## src/hdl/life_automaton_generation_step_top_assert.svh

```systemverilog
// ----------------------------------------------------------------------------
// Life generation step: assertion macros
// Shorthands for the concurrent checks at the end of the top level. They use
// the top level's clock and reset names.
// ----------------------------------------------------------------------------
`ifndef LIFE_AUTOMATON_GENERATION_STEP_TOP_ASSERT_SVH
`define LIFE_AUTOMATON_GENERATION_STEP_TOP_ASSERT_SVH

// Consequent checked in the same cycle as the antecedent.
`define LSTEP_ASSERT_SAME(label, ante, cons, msg) \
   label: assert property (@(posedge clock) disable iff (reset) (ante) |-> (cons)) \
      else $error(msg);

// Consequent checked in the cycle after the antecedent.
`define LSTEP_ASSERT_NEXT(label, ante, cons, msg) \
   label: assert property (@(posedge clock) disable iff (reset) (ante) |=> (cons)) \
      else $error(msg);

`endif

```

## src/hdl/lstep_pkg.sv

```systemverilog
// ----------------------------------------------------------------------------
// Life generation step: shared package
// Payload types, register indexes and rule constants used across the block.
// ----------------------------------------------------------------------------
package lstep_pkg;

   localparam int ROW_W        = 10;
   localparam int COL_W        = 10;
   localparam int SIZE_W       = 11;
   localparam int CSR_INDEX_W  = 4;

   localparam int MAX_WIDTH_DEFAULT  = 1024;
   localparam int MAX_HEIGHT_DEFAULT = 1024;
   localparam int RESET_SIZE         = 1024;
   localparam int MIN_SIZE           = 3;

   // B3/S23 rule
   localparam int BIRTH_COUNT  = 3;
   localparam int SURVIVE_MIN  = 2;

   localparam logic [CSR_INDEX_W-1:0] REG_GRID_WIDTH  = CSR_INDEX_W'(0);
   localparam logic [CSR_INDEX_W-1:0] REG_GRID_HEIGHT = CSR_INDEX_W'(1);

   typedef struct packed {
      logic mode;
      logic cell_alive;
   } req_type;

   typedef struct packed {
      logic             next_alive;
      logic [ROW_W-1:0] cell_row;
      logic [COL_W-1:0] cell_col;
      logic             frame_last;
   } rsp_type;

   // One window column plus the position flags of the cell it centres on.
   typedef struct packed {
      logic             up;
      logic             mid;
      logic             alive;
      logic             at_left;
      logic             at_right;
      logic             at_top;
      logic             at_bottom;
      logic             has_result;
      logic             last;
      logic [ROW_W-1:0] row;
      logic [COL_W-1:0] col;
   } lstep_cell_type;

endpackage

```

## src/hdl/lstep_front.sv

```systemverilog
// ----------------------------------------------------------------------------
// Life generation step: front end
// Size registers, raster position counters, the two line stores and the
// input register that feeds the stencil.
// ----------------------------------------------------------------------------
module lstep_front #(
   parameter int MAX_WIDTH  = lstep_pkg::MAX_WIDTH_DEFAULT,
   parameter int MAX_HEIGHT = lstep_pkg::MAX_HEIGHT_DEFAULT
) (
   input  logic                                clock,
   input  logic                                reset,
   input  logic                                csr_valid,
   input  logic [lstep_pkg::CSR_INDEX_W-1:0]   csr_index,
   input  logic [lstep_pkg::SIZE_W-1:0]        csr_wdata,
   input  logic                                req_accept,
   input  lstep_pkg::req_type                  req_payload,
   input  logic                                adv,
   output logic                                restart,
   output logic                                s1_valid,
   output lstep_pkg::lstep_cell_type           s1_cell
);

   localparam int WW  = $clog2(MAX_WIDTH + 1);
   localparam int HW  = $clog2(MAX_HEIGHT + 1);
   localparam int CW  = $clog2(MAX_WIDTH);
   localparam int RW  = $clog2(MAX_HEIGHT + 2);
   localparam int SWW = (WW > lstep_pkg::SIZE_W) ? WW : lstep_pkg::SIZE_W;
   localparam int SHW = (HW > lstep_pkg::SIZE_W) ? HW : lstep_pkg::SIZE_W;
   localparam int W_RST = (lstep_pkg::RESET_SIZE > MAX_WIDTH) ? MAX_WIDTH
                                                              : lstep_pkg::RESET_SIZE;
   localparam int H_RST = (lstep_pkg::RESET_SIZE > MAX_HEIGHT) ? MAX_HEIGHT
                                                               : lstep_pkg::RESET_SIZE;

   logic [WW-1:0]  w_ff, w_in;
   logic [HW-1:0]  h_ff, h_in;
   logic [CW-1:0]  col_ff, col_in;
   logic [RW-1:0]  row_ff, row_in;
   logic           s1_valid_ff, s1_valid_in;
   logic [CW-1:0]  s1_col_ff;
   logic [1:0]     rd_ff;
   lstep_pkg::lstep_cell_type s1_ff, s1_in;

   // bit 0: the row two above the arriving one, bit 1: the row just above
   logic [1:0]     line_mem [MAX_WIDTH];

   logic [SWW-1:0] wdata_w;
   logic [SHW-1:0] wdata_h;
   logic           wr_width, wr_height;
   logic           col_nz, row_ok, wrap;
   logic [CW-1:0]  w_m1, cc;
   logic [RW-1:0]  h_r, cr;

   // Size register writes: decode and clamp to the legal range.
   always_comb begin
      wr_width  = 1'b0;
      wr_height = 1'b0;
      unique case (csr_index)
         lstep_pkg::REG_GRID_WIDTH:  wr_width  = csr_valid;
         lstep_pkg::REG_GRID_HEIGHT: wr_height = csr_valid;
         default: ;
      endcase

      wdata_w = SWW'(csr_wdata);
      wdata_h = SHW'(csr_wdata);
      if (wdata_w < SWW'(lstep_pkg::MIN_SIZE)) begin
         w_in = WW'(lstep_pkg::MIN_SIZE);
      end else if (wdata_w > SWW'(MAX_WIDTH)) begin
         w_in = WW'(MAX_WIDTH);
      end else begin
         w_in = WW'(wdata_w);
      end
      if (wdata_h < SHW'(lstep_pkg::MIN_SIZE)) begin
         h_in = HW'(lstep_pkg::MIN_SIZE);
      end else if (wdata_h > SHW'(MAX_HEIGHT)) begin
         h_in = HW'(MAX_HEIGHT);
      end else begin
         h_in = HW'(wdata_h);
      end
   end

   assign restart = wr_width | wr_height;

   // Position of the window centre relative to the arriving cell: one row up and one
   // column back, or the last column two rows up when the arriving cell opens a row.
   always_comb begin
      col_nz = (col_ff != '0);
      w_m1   = CW'(w_ff - WW'(1));
      h_r    = RW'(h_ff);
      cr     = row_ff - (col_nz ? RW'(1) : RW'(2));
      cc     = col_nz ? (col_ff - CW'(1)) : w_m1;
      row_ok = col_nz ? (row_ff >= RW'(1)) : (row_ff >= RW'(2));
      wrap   = (col_ff == w_m1);

      s1_in            = '0;
      s1_in.alive      = !req_payload.mode && (row_ff < h_r) && req_payload.cell_alive;
      s1_in.at_left    = (cc == '0);
      s1_in.at_right   = (cc == w_m1);
      s1_in.at_top     = (cr == '0);
      s1_in.at_bottom  = (cr == h_r - RW'(1));
      s1_in.has_result = row_ok && (cr < h_r);
      // The final cell is centred when the arriving item opens row height+1.
      s1_in.last       = !col_nz && (row_ff == h_r + RW'(1));
      s1_in.row        = lstep_pkg::ROW_W'(cr);
      s1_in.col        = lstep_pkg::COL_W'(cc);

      col_in = col_ff;
      row_in = row_ff;
      if (restart) begin
         col_in = '0;
         row_in = '0;
      end else if (req_accept) begin
         if (s1_in.last) begin
            col_in = '0;
            row_in = '0;
         end else if (wrap) begin
            col_in = '0;
            row_in = row_ff + RW'(1);
         end else begin
            col_in = col_ff + CW'(1);
         end
      end

      s1_valid_in = adv ? req_accept : s1_valid_ff;
   end

   always_ff @(posedge clock) begin
      if (reset) begin
         w_ff        <= WW'(W_RST);
         h_ff        <= HW'(H_RST);
         col_ff      <= '0;
         row_ff      <= '0;
         s1_valid_ff <= 1'b0;
      end else begin
         if (wr_width) begin
            w_ff <= w_in;
         end
         if (wr_height) begin
            h_ff <= h_in;
         end
         col_ff      <= col_in;
         row_ff      <= row_in;
         s1_valid_ff <= s1_valid_in;
      end
   end

   always_ff @(posedge clock) begin
      if (req_accept) begin
         s1_ff     <= s1_in;
         s1_col_ff <= col_ff;
      end
   end

   // Line stores: read at the arriving column, written back as the beat
   // leaves the input register.
   always_ff @(posedge clock) begin
      if (req_accept) begin
         rd_ff <= line_mem[col_ff];
      end
      if (s1_valid_ff && adv) begin
         line_mem[s1_col_ff] <= {s1_ff.alive, rd_ff[1]};
      end
   end

   always_comb begin
      s1_cell     = s1_ff;
      s1_cell.up  = rd_ff[0];
      s1_cell.mid = rd_ff[1];
   end

   assign s1_valid = s1_valid_ff;

endmodule

```

## src/hdl/lstep_stencil.sv

```systemverilog
// ----------------------------------------------------------------------------
// Life generation step: stencil
// Shifts a 3x3 window, counts live neighbours inside the grid, applies the
// B3/S23 rule and holds the result beat for the output channel.
// ----------------------------------------------------------------------------
module lstep_stencil (
   input  logic                       clock,
   input  logic                       reset,
   input  logic                       restart,
   input  logic                       s1_valid,
   input  lstep_pkg::lstep_cell_type  s1_cell,
   input  logic                       rsp_stall,
   output logic                       adv,
   output logic                       rsp_valid,
   output lstep_pkg::rsp_type         rsp_payload
);

   localparam logic [8:0] NEIGH_MASK  = 9'h1EF;
   localparam logic [8:0] LEFT_MASK   = 9'h007;
   localparam logic [8:0] RIGHT_MASK  = 9'h1C0;
   localparam logic [8:0] TOP_MASK    = 9'h049;
   localparam logic [8:0] BOTTOM_MASK = 9'h124;

   logic [8:0]          window_ff, window_in;
   logic                rsp_valid_ff, rsp_valid_in;
   lstep_pkg::rsp_type  rsp_ff, rsp_in;
   logic [8:0]          mask, masked;
   logic [3:0]          count;

   assign adv = !rsp_valid_ff || !rsp_stall;

   always_comb begin
      // Oldest column in bits 2:0, newest in bits 8:6; bit 4 is the centre.
      window_in = {s1_cell.alive, s1_cell.mid, s1_cell.up, window_ff[8:3]};

      mask = NEIGH_MASK;
      if (s1_cell.at_left) begin
         mask = mask & ~LEFT_MASK;
      end
      if (s1_cell.at_right) begin
         mask = mask & ~RIGHT_MASK;
      end
      if (s1_cell.at_top) begin
         mask = mask & ~TOP_MASK;
      end
      if (s1_cell.at_bottom) begin
         mask = mask & ~BOTTOM_MASK;
      end
      masked = window_in & mask;

      count = '0;
      for (int i = 0; i < 9; i++) begin
         count = count + 4'(masked[i]);
      end

      rsp_in.cell_row   = s1_cell.row;
      rsp_in.cell_col   = s1_cell.col;
      rsp_in.frame_last = s1_cell.last;
      if (window_in[4]) begin
         rsp_in.next_alive = (count == 4'(lstep_pkg::SURVIVE_MIN)) ||
                             (count == 4'(lstep_pkg::BIRTH_COUNT));
      end else begin
         rsp_in.next_alive = (count == 4'(lstep_pkg::BIRTH_COUNT));
      end

      rsp_valid_in = adv ? (s1_valid && s1_cell.has_result) : rsp_valid_ff;
   end

   always_ff @(posedge clock) begin
      if (reset) begin
         window_ff    <= '0;
         rsp_valid_ff <= 1'b0;
      end else begin
         if (restart) begin
            window_ff <= '0;
         end else if (adv && s1_valid) begin
            window_ff <= window_in;
         end
         rsp_valid_ff <= rsp_valid_in;
      end
   end

   always_ff @(posedge clock) begin
      if (adv && s1_valid && s1_cell.has_result) begin
         rsp_ff <= rsp_in;
      end
   end

   assign rsp_valid   = rsp_valid_ff;
   assign rsp_payload = rsp_ff;

endmodule

```

## src/hdl/life_automaton_generation_step_top.sv

```systemverilog
// ----------------------------------------------------------------------------
// Life generation step: top level
// One generation of the B3/S23 automaton over a streamed raster grid.
// ----------------------------------------------------------------------------
// The current generation arrives on the req_ channel one cell per beat in
// raster order, followed by width+1 flush beats. From the beat at stream
// position width+1 onward, each accepted beat yields one rsp_ beat with the
// next state of the cell width+1 positions earlier, its row and column; the
// final cell is marked with frame_last, after which the next beat starts a
// new frame at cell (0,0).
// The block takes one beat per clock while no result is held by rsp_stall. A result
// passes through the input register, where the line store is read, and then
// through the stencil's output register. The line store, read and written
// once per cycle, sets this rate.
// The user must write grid sizes on the csr_ channel only while the block is
// idle; the block itself does not enforce it. Each write restarts the frame.
// Reset sets both sizes to 1024 (or the maximum, if smaller) and clears the
// position and window; the line stores need no clearing. While rsp_stall
// holds a result, req_stall is raised and no new beat enters.
// ----------------------------------------------------------------------------
module life_automaton_generation_step_top #(
   parameter int MAX_WIDTH  = lstep_pkg::MAX_WIDTH_DEFAULT,
   parameter int MAX_HEIGHT = lstep_pkg::MAX_HEIGHT_DEFAULT
) (
   input  logic                              clock,
   input  logic                              reset,
   input  logic                              req_valid,
   output logic                              req_stall,
   input  lstep_pkg::req_type                req_payload,
   output logic                              rsp_valid,
   input  logic                              rsp_stall,
   output lstep_pkg::rsp_type                rsp_payload,
   input  logic                              csr_valid,
   output logic                              csr_ready,
   input  logic [lstep_pkg::CSR_INDEX_W-1:0] csr_index,
   input  logic [lstep_pkg::SIZE_W-1:0]      csr_wdata
);

`include "life_automaton_generation_step_top_assert.svh"

   logic                      adv;
   logic                      req_accept;
   logic                      restart;
   logic                      s1_valid;
   lstep_pkg::lstep_cell_type s1_cell;

   assign csr_ready  = 1'b1;
   assign req_stall  = !adv;
   assign req_accept = req_valid && adv;

   lstep_front #(
      .MAX_WIDTH  (MAX_WIDTH),
      .MAX_HEIGHT (MAX_HEIGHT)
   ) u_front (
      .clock       (clock),
      .reset       (reset),
      .csr_valid   (csr_valid && csr_ready),
      .csr_index   (csr_index),
      .csr_wdata   (csr_wdata),
      .req_accept  (req_accept),
      .req_payload (req_payload),
      .adv         (adv),
      .restart     (restart),
      .s1_valid    (s1_valid),
      .s1_cell     (s1_cell)
   );

   lstep_stencil u_stencil (
      .clock       (clock),
      .reset       (reset),
      .restart     (restart),
      .s1_valid    (s1_valid),
      .s1_cell     (s1_cell),
      .rsp_stall   (rsp_stall),
      .adv         (adv),
      .rsp_valid   (rsp_valid),
      .rsp_payload (rsp_payload)
   );

   // A held result must block the input side.
   `LSTEP_ASSERT_SAME(a_stall_back, rsp_valid && rsp_stall, req_stall, "input not stalled behind a held result")
   // An accepted beat always lands in the input register.
   `LSTEP_ASSERT_NEXT(a_accept_fill, req_valid && !req_stall, s1_valid, "accepted beat lost before the stencil")
   // A fresh result can only come from an accepted beat that has passed the input register.
   `LSTEP_ASSERT_SAME(a_result_source, $rose(rsp_valid), $past(req_valid && !req_stall, 2), "result without a source beat")
   // A result is only withdrawn once it has been taken.
   `LSTEP_ASSERT_SAME(a_result_kept, $fell(rsp_valid), $past(!rsp_stall), "result dropped while stalled")

endmodule

```

## config.mk

```make
export PLATFORM = sky130hd
export DESIGN_NAME = life_automaton_generation_step_top
export DESIGN_NICKNAME = d
export VERILOG_FILES = /design/src/hdl/lstep_pkg.sv /design/src/hdl/lstep_front.sv /design/src/hdl/lstep_stencil.sv /design/src/hdl/life_automaton_generation_step_top.sv
export VERILOG_INCLUDE_DIRS = /design/src /design/src/hdl
export SDC_FILE = /design/constraint.sdc
export NUM_CORES = 2
export LEC_CHECK = 0
export BUFFER_PORTS_ARGS = -buffer_cell sky130_fd_sc_hd__buf_2
export CORE_UTILIZATION = 51
export CTS_CLUSTER_DIAMETER = 100
export DETAILED_ROUTE_END_ITERATION = 10
export PLACE_DENSITY_LB_ADDON = 0.3
export SLEW_MARGIN = 20
export SYNTH_ARGS = -nofsm -noshare
export SYNTH_HDL_FRONTEND = slang
export SYNTH_SLANG_ARGS = --single-unit
export TNS_END_PERCENT = 1
```

## constraint.sdc

```tcl
create_clock -name clock -period 20 [get_ports clock]
set_clock_uncertainty 0.2 [all_clocks]
set_input_delay 1 -clock clock [delete_from_list [all_inputs] [get_ports clock]]
set_output_delay 1 -clock clock [all_outputs]
set_load 0.1 [all_outputs]
```

; After elaboration in Yosys (flattened, before gate mapping)
; Memories as Yosys holds them, arrays and structs flattened. A register that Yosys moved wholly into a read port is not among the register bits.
; Index checks and enable logic that the tools add are counted.
[op_classes]
n_addsub = 15
order_cmp = 6
eq_ne = 7
muxes = 18
bitwise = 2
n_reduce_logical = 22
[op_table]
columns = cell, count
row1 = 11-bit two-way mux, 4
row2 = 10-bit two-way mux, 3
row3 = 4-bit by 1-bit adder with 4-bit output, 7
row4 = "11-bit by 1-bit adder with 11-bit output, second input constant", 2
row5 = 11-bit == test, 2
row6 = 11-bit less-than comparator, 2
row7 = 10-bit == test, 2
row8 = "10-bit by 1-bit subtractor with 10-bit output, second input constant", 2
row9 = 9-bit two-way mux, 2
row10 = "11-bit by 1-bit >= comparator with 1-bit output, second input constant", 1
row11 = "11-bit by 2-bit >= comparator with 1-bit output, second input constant", 1
row12 = "11-bit > comparator, second input constant", 1
row13 = 11-bit zero test, 1
row14 = "11-bit by 2-bit less-than comparator with 1-bit output, second input constant", 1
row15 = "11-bit by 1-bit subtractor with 11-bit output, second input constant", 1
row16 = 11-bit subtractor, 1
row17 = "10-bit by 1-bit adder with 10-bit output, second input constant", 1
row18 = 10-bit zero test, 1
row19 = 10-bit nonzero test, 1
row20 = 9-bit bitwise AND, 1
row21 = "4-bit by 2-bit == test with 1-bit output, second input constant", 2
row22 = 1-bit logical AND, 8
row23 = 7-bit two-way mux, 1
row24 = 1-bit two-way mux, 6
row25 = other kinds (11), 16
[totals]
ff_bits = 112
mem_bits_rw = 2048
in_bits = 22
out_inout_bits = 25
n_memories = 1
[memory_table]
columns = name, words, width, rd, rd_ports_with_merged_regs, write_ports, line
row1 = u_front.line_mem, 1024, 2, 1, 1, 1, lstep_front.sv:44  ; logic [1:0] line_mem [MAX_WIDTH];

; Longest topological paths before layout
[logic_depth]
depth_word = 16
depth_mapped = 24
depth_no_buf = 19

; Hierarchy
; A second synthesis with hierarchy kept.
[unflattened]
hier_cells = 5103
hier_area_um2 = 89306.9
[modules_own_cells]
columns = module, n_inst, cells_per_inst, area_per_inst_um2
row1 = lstep_front, 1, 5030, 88107.0
row2 = lstep_stencil, 1, 69, 1178.6
row3 = life_automaton_generation_step_top, 1, 4, 21.3

; Worst setup path after synthesis
; Ideal clock, no wire load.
[synth_path]
path_kind = register to register
start = register u_front.rd_ff[1] (read register of u_front.line_mem)
end = memory u_front.line_mem[0][0], data pin
arrival_ns = 12.041
required_time_ns = 17.124
setup_slack_ns = 5.083
path_stages_with_launch = 1
path_buffers = 0
synth_period_minus_slack_ns = 14.917
cell_sequence = edfxtp_1
[synth_rtl]
columns = element, line
row1 = "start, declared", lstep_front.sv:40  ; logic [1:0] rd_ff;
row2 = "end, declared", lstep_front.sv:44
; Straight into the memory's write port.

==> impl_metrics.toml <==
[status]
status = "finished, final reports clean"

[synth]
synth_fp_nets = 5404
synth_area_leader_cell = "edfxtp_1"
synth_top_flop_cell = "edfxtp_1"
ys_seq_area_frac = 0.722
ys_ff_latch = 2159
synth_top_area_frac = 0.711
synth_area_per_cell_um2 = 16.7
yosys_warnings = 0
synth_edf_count = 2109
synth_common_cells = "2109 x edfxtp_1, 1130 x nor2_1, 510 x mux4_2"
synth.most_common_cell = "edfxtp_1"
postSynthCellCount = 5342
async_flop_share = 0
synth_cell_types = 80
ys_top_cells_by_area = "edfxtp_1 71%, mux4_2 13%, nor2_1 4.8%"
syn_area_um2 = 89100

[floorplan]
die_w_um = 420
die_area_um2 = 176000
die_h_um = 420
rows = 153
start_util = 0.513
io_pins = 47
core-area_um2 = 174000

[sta]
hold_violations = 0
timing.setup.tns_ps = 0
rsz0062_at_grt = "no"
fmax_mhz = 156
fin_crit_sh = 0.321
finalSetupViolCount = 0
worst-slew-pin-transition_ps = 1200
finalHoldWorstSlack_ps = 221
period_minus_slack_ps = 6420
relSlewSlack = 0.196
final_max_slew_viol_count = 0

[clocking]
cts_max_path_buffers = 3
cts_root_buf = "clkbuf_16"
h-tree-depth = 4
postCtsSetupBuffers = 0
cts_buffers = 210
clock-sinks = 2159
clkTransAtPathRegs_ps = 60
cts_tree = "built"
insertion_delay_ps = 860
cts_resized = 0
holdBufCountCts = 0

[global_routing]
gr-usage-all-layers = 0.273
grt_pass1_wl_um = 345000
overflow = 0
grt_max_degree = 270
antenna_found_initial = 6
grt_pass1_vias = 50101

[worst_setup_path]
crit_path_end_kind = "register"
crit_chain = "buf_4 > buf_4 > buf_4 > nand2_1 > o22ai_1 > nor3_1 > a31oi_1 > o2111ai_1 > o22ai_1 > a211oi_1"
crit_path_start_kind = "register"
crit_path_max_incr_delay_ps = 850
arrival_ps = 6800
worstPathRequired_ps = 20390
critPathMaxFanout = 49
critPathKind = "reg2reg"
crit_top_cell = "buf_4"
crit_slowest_cell = "dfxtp_4"

[route]
vias_per_cell = 6.47
dr.first_iter.drc_count = 8028
drt-wirelength-per-cell_um = 30.6
drt-total-wl_um = 239000
ant_nets = 0
vias = 50492
dr.pass1.iters = 5
drc_errors = 0

[min_path]
hold_path_class = "reg2reg"

[pwr]
ir_drop_mv = 0.0947
powerDensity_nw_per_um2 = 95.4
power.total_mw = 9.38
leakage_nw = 29.4

[placement]
finalWeightedCongestion = 0.863
post-place-cells = 7422
place_area_um2 = 91800
hpwlAfterDp_um = 134000
port_buffers = 45

[layout]
fill_cells = 13092
drive_gt1_frac = 0.196
layout.cells.non_filler = 7808
fin_nets = 5372
fin_area_um2 = 98300
areaGrowthSynthToFinish_pct = 10.3

[flow_run]
cap_violations = 0
## layer usage
layer,share of wire,GRT usage
met3,0.10,0.0511
met5,0.00012,0
met2,0.48,0.440
met4,0.038,0.100
met1,0.37,0.374
## registers in the layout, summed over array words and instances (netlist names)
register,cells
u_front.s1_cell,27
u_front.s1_valid,1
u_front.h_ff,11
u_front.s1_col_ff,10
u_stencil.rsp_payload,22
u_front.row_ff,11
u_stencil.rsp_valid,1
u_front.line_mem,2048
u_front.rd_ff,2
u_front.col_ff,10
u_front.w_ff,10
u_stencil.window_ff,6
## worst paths after layout
path / end / cells past startpoint / slack, ps / from
max: u_front.rd_ff[0]$_DFFE_PP_ / 10 / 13580 / u_front.col_ff[1]$_SDFFE_PP0P_
min: u_stencil.rsp_payload[13]$_DFFE_PP_ / 0 / 220 / u_front.s1_cell[12]$_DFFE_PP_
max reg2reg: u_front.rd_ff[0]$_DFFE_PP_ / 10 / 13580 / u_front.col_ff[1]$_SDFFE_PP0P_
min reg2reg: u_stencil.rsp_payload[13]$_DFFE_PP_ / 0 / 220 / u_front.s1_cell[12]$_DFFE_PP_
## cell usage in the layout, fill, tap and decap left out, types with 24 or more instances in the layout
cell type / synthesis / routed
buf_2: 91 / 45
nor2_1: 1130 / 1128
clkinv_2: 0 / 41
a31oi_1: 24 / 24
mux2i_1: 48 / 48
ha_1: 35 / 35
nor4_1: 34 / 34
nand2_1: 234 / 214
xnor2_1: 56 / 56
mux4_2: 510 / 510
dfxtp_1: 50 / 43
o22ai_1: 117 / 117
nand3_1: 70 / 52
inv_1: 38 / 37
buf_4: 10 / 122
edfxtp_1: 2109 / 2109
clkbuf_1: 248 / 54
a21oi_1: 57 / 57
o21ai_0: 33 / 33
clkbuf_16: 0 / 214
clkinv_1: 2 / 43
nor3_1: 36 / 35
## power breakdown
part           internal [mW]  leakage (nW)  total [mW]  switching [mW]
Clock                   2.11          3.20        3.80            1.68
Sequential              5.02          19.4        5.03          0.0163
Combinational          0.199          6.78       0.548           0.348
Total                   7.33          29.4        9.38            2.05
## logic make-up (layout without fill, tap and decap cells)
logic type	after synthesis	after routing	share of synthesized area
compound gates	352	352	0.0263
xor+xnor	82	82	0.00854
fa+ha+maj	40	40	0.00604
buf+inv	462	601	0.0213
flops	2159	2159	0.722
mux	578	578	0.137
other cells	1	3	0.0000421
simple gates	1668	1668	0.0791
## metrics by stage
stage           util  worst slack [ps]
2_1_floorplan      -              5080
3_3_place_gp   0.528             13630
3_5_place_dp   0.528             13590
4_1_cts        0.566             13560
5_1_grt        0.566             13400
6_report       0.566             13580
## critical path, delay by kind of cell (launching register included)
kind / cells / cell delay [ps]
buffers and inverters: 3 / 2060
DFF: 1 / 850
and+or+nand+nor: 2 / 860
AOI/OAI and AO/OA: 5 / 2060
## cell type report
| type | count | area [um2] | share of cell area |
|---|---|---|---|
| clock inverter | 108 | 857 | 0.00872 |
| sequential | 2159 | 64300 | 0.655 |
| tap | 2325 | 2910 | 0.0296 |
| multi-input combinational | 2721 | 23100 | 0.235 |
| timing repair buffer | 176 | 1310 | 0.0133 |
| clock buffer | 275 | 5650 | 0.0575 |
| inverter | 42 | 160 | 0.00163 |
| antenna | 2 | 5.00 | 0.0000509 |
Power figures use the tool's default switching activity.
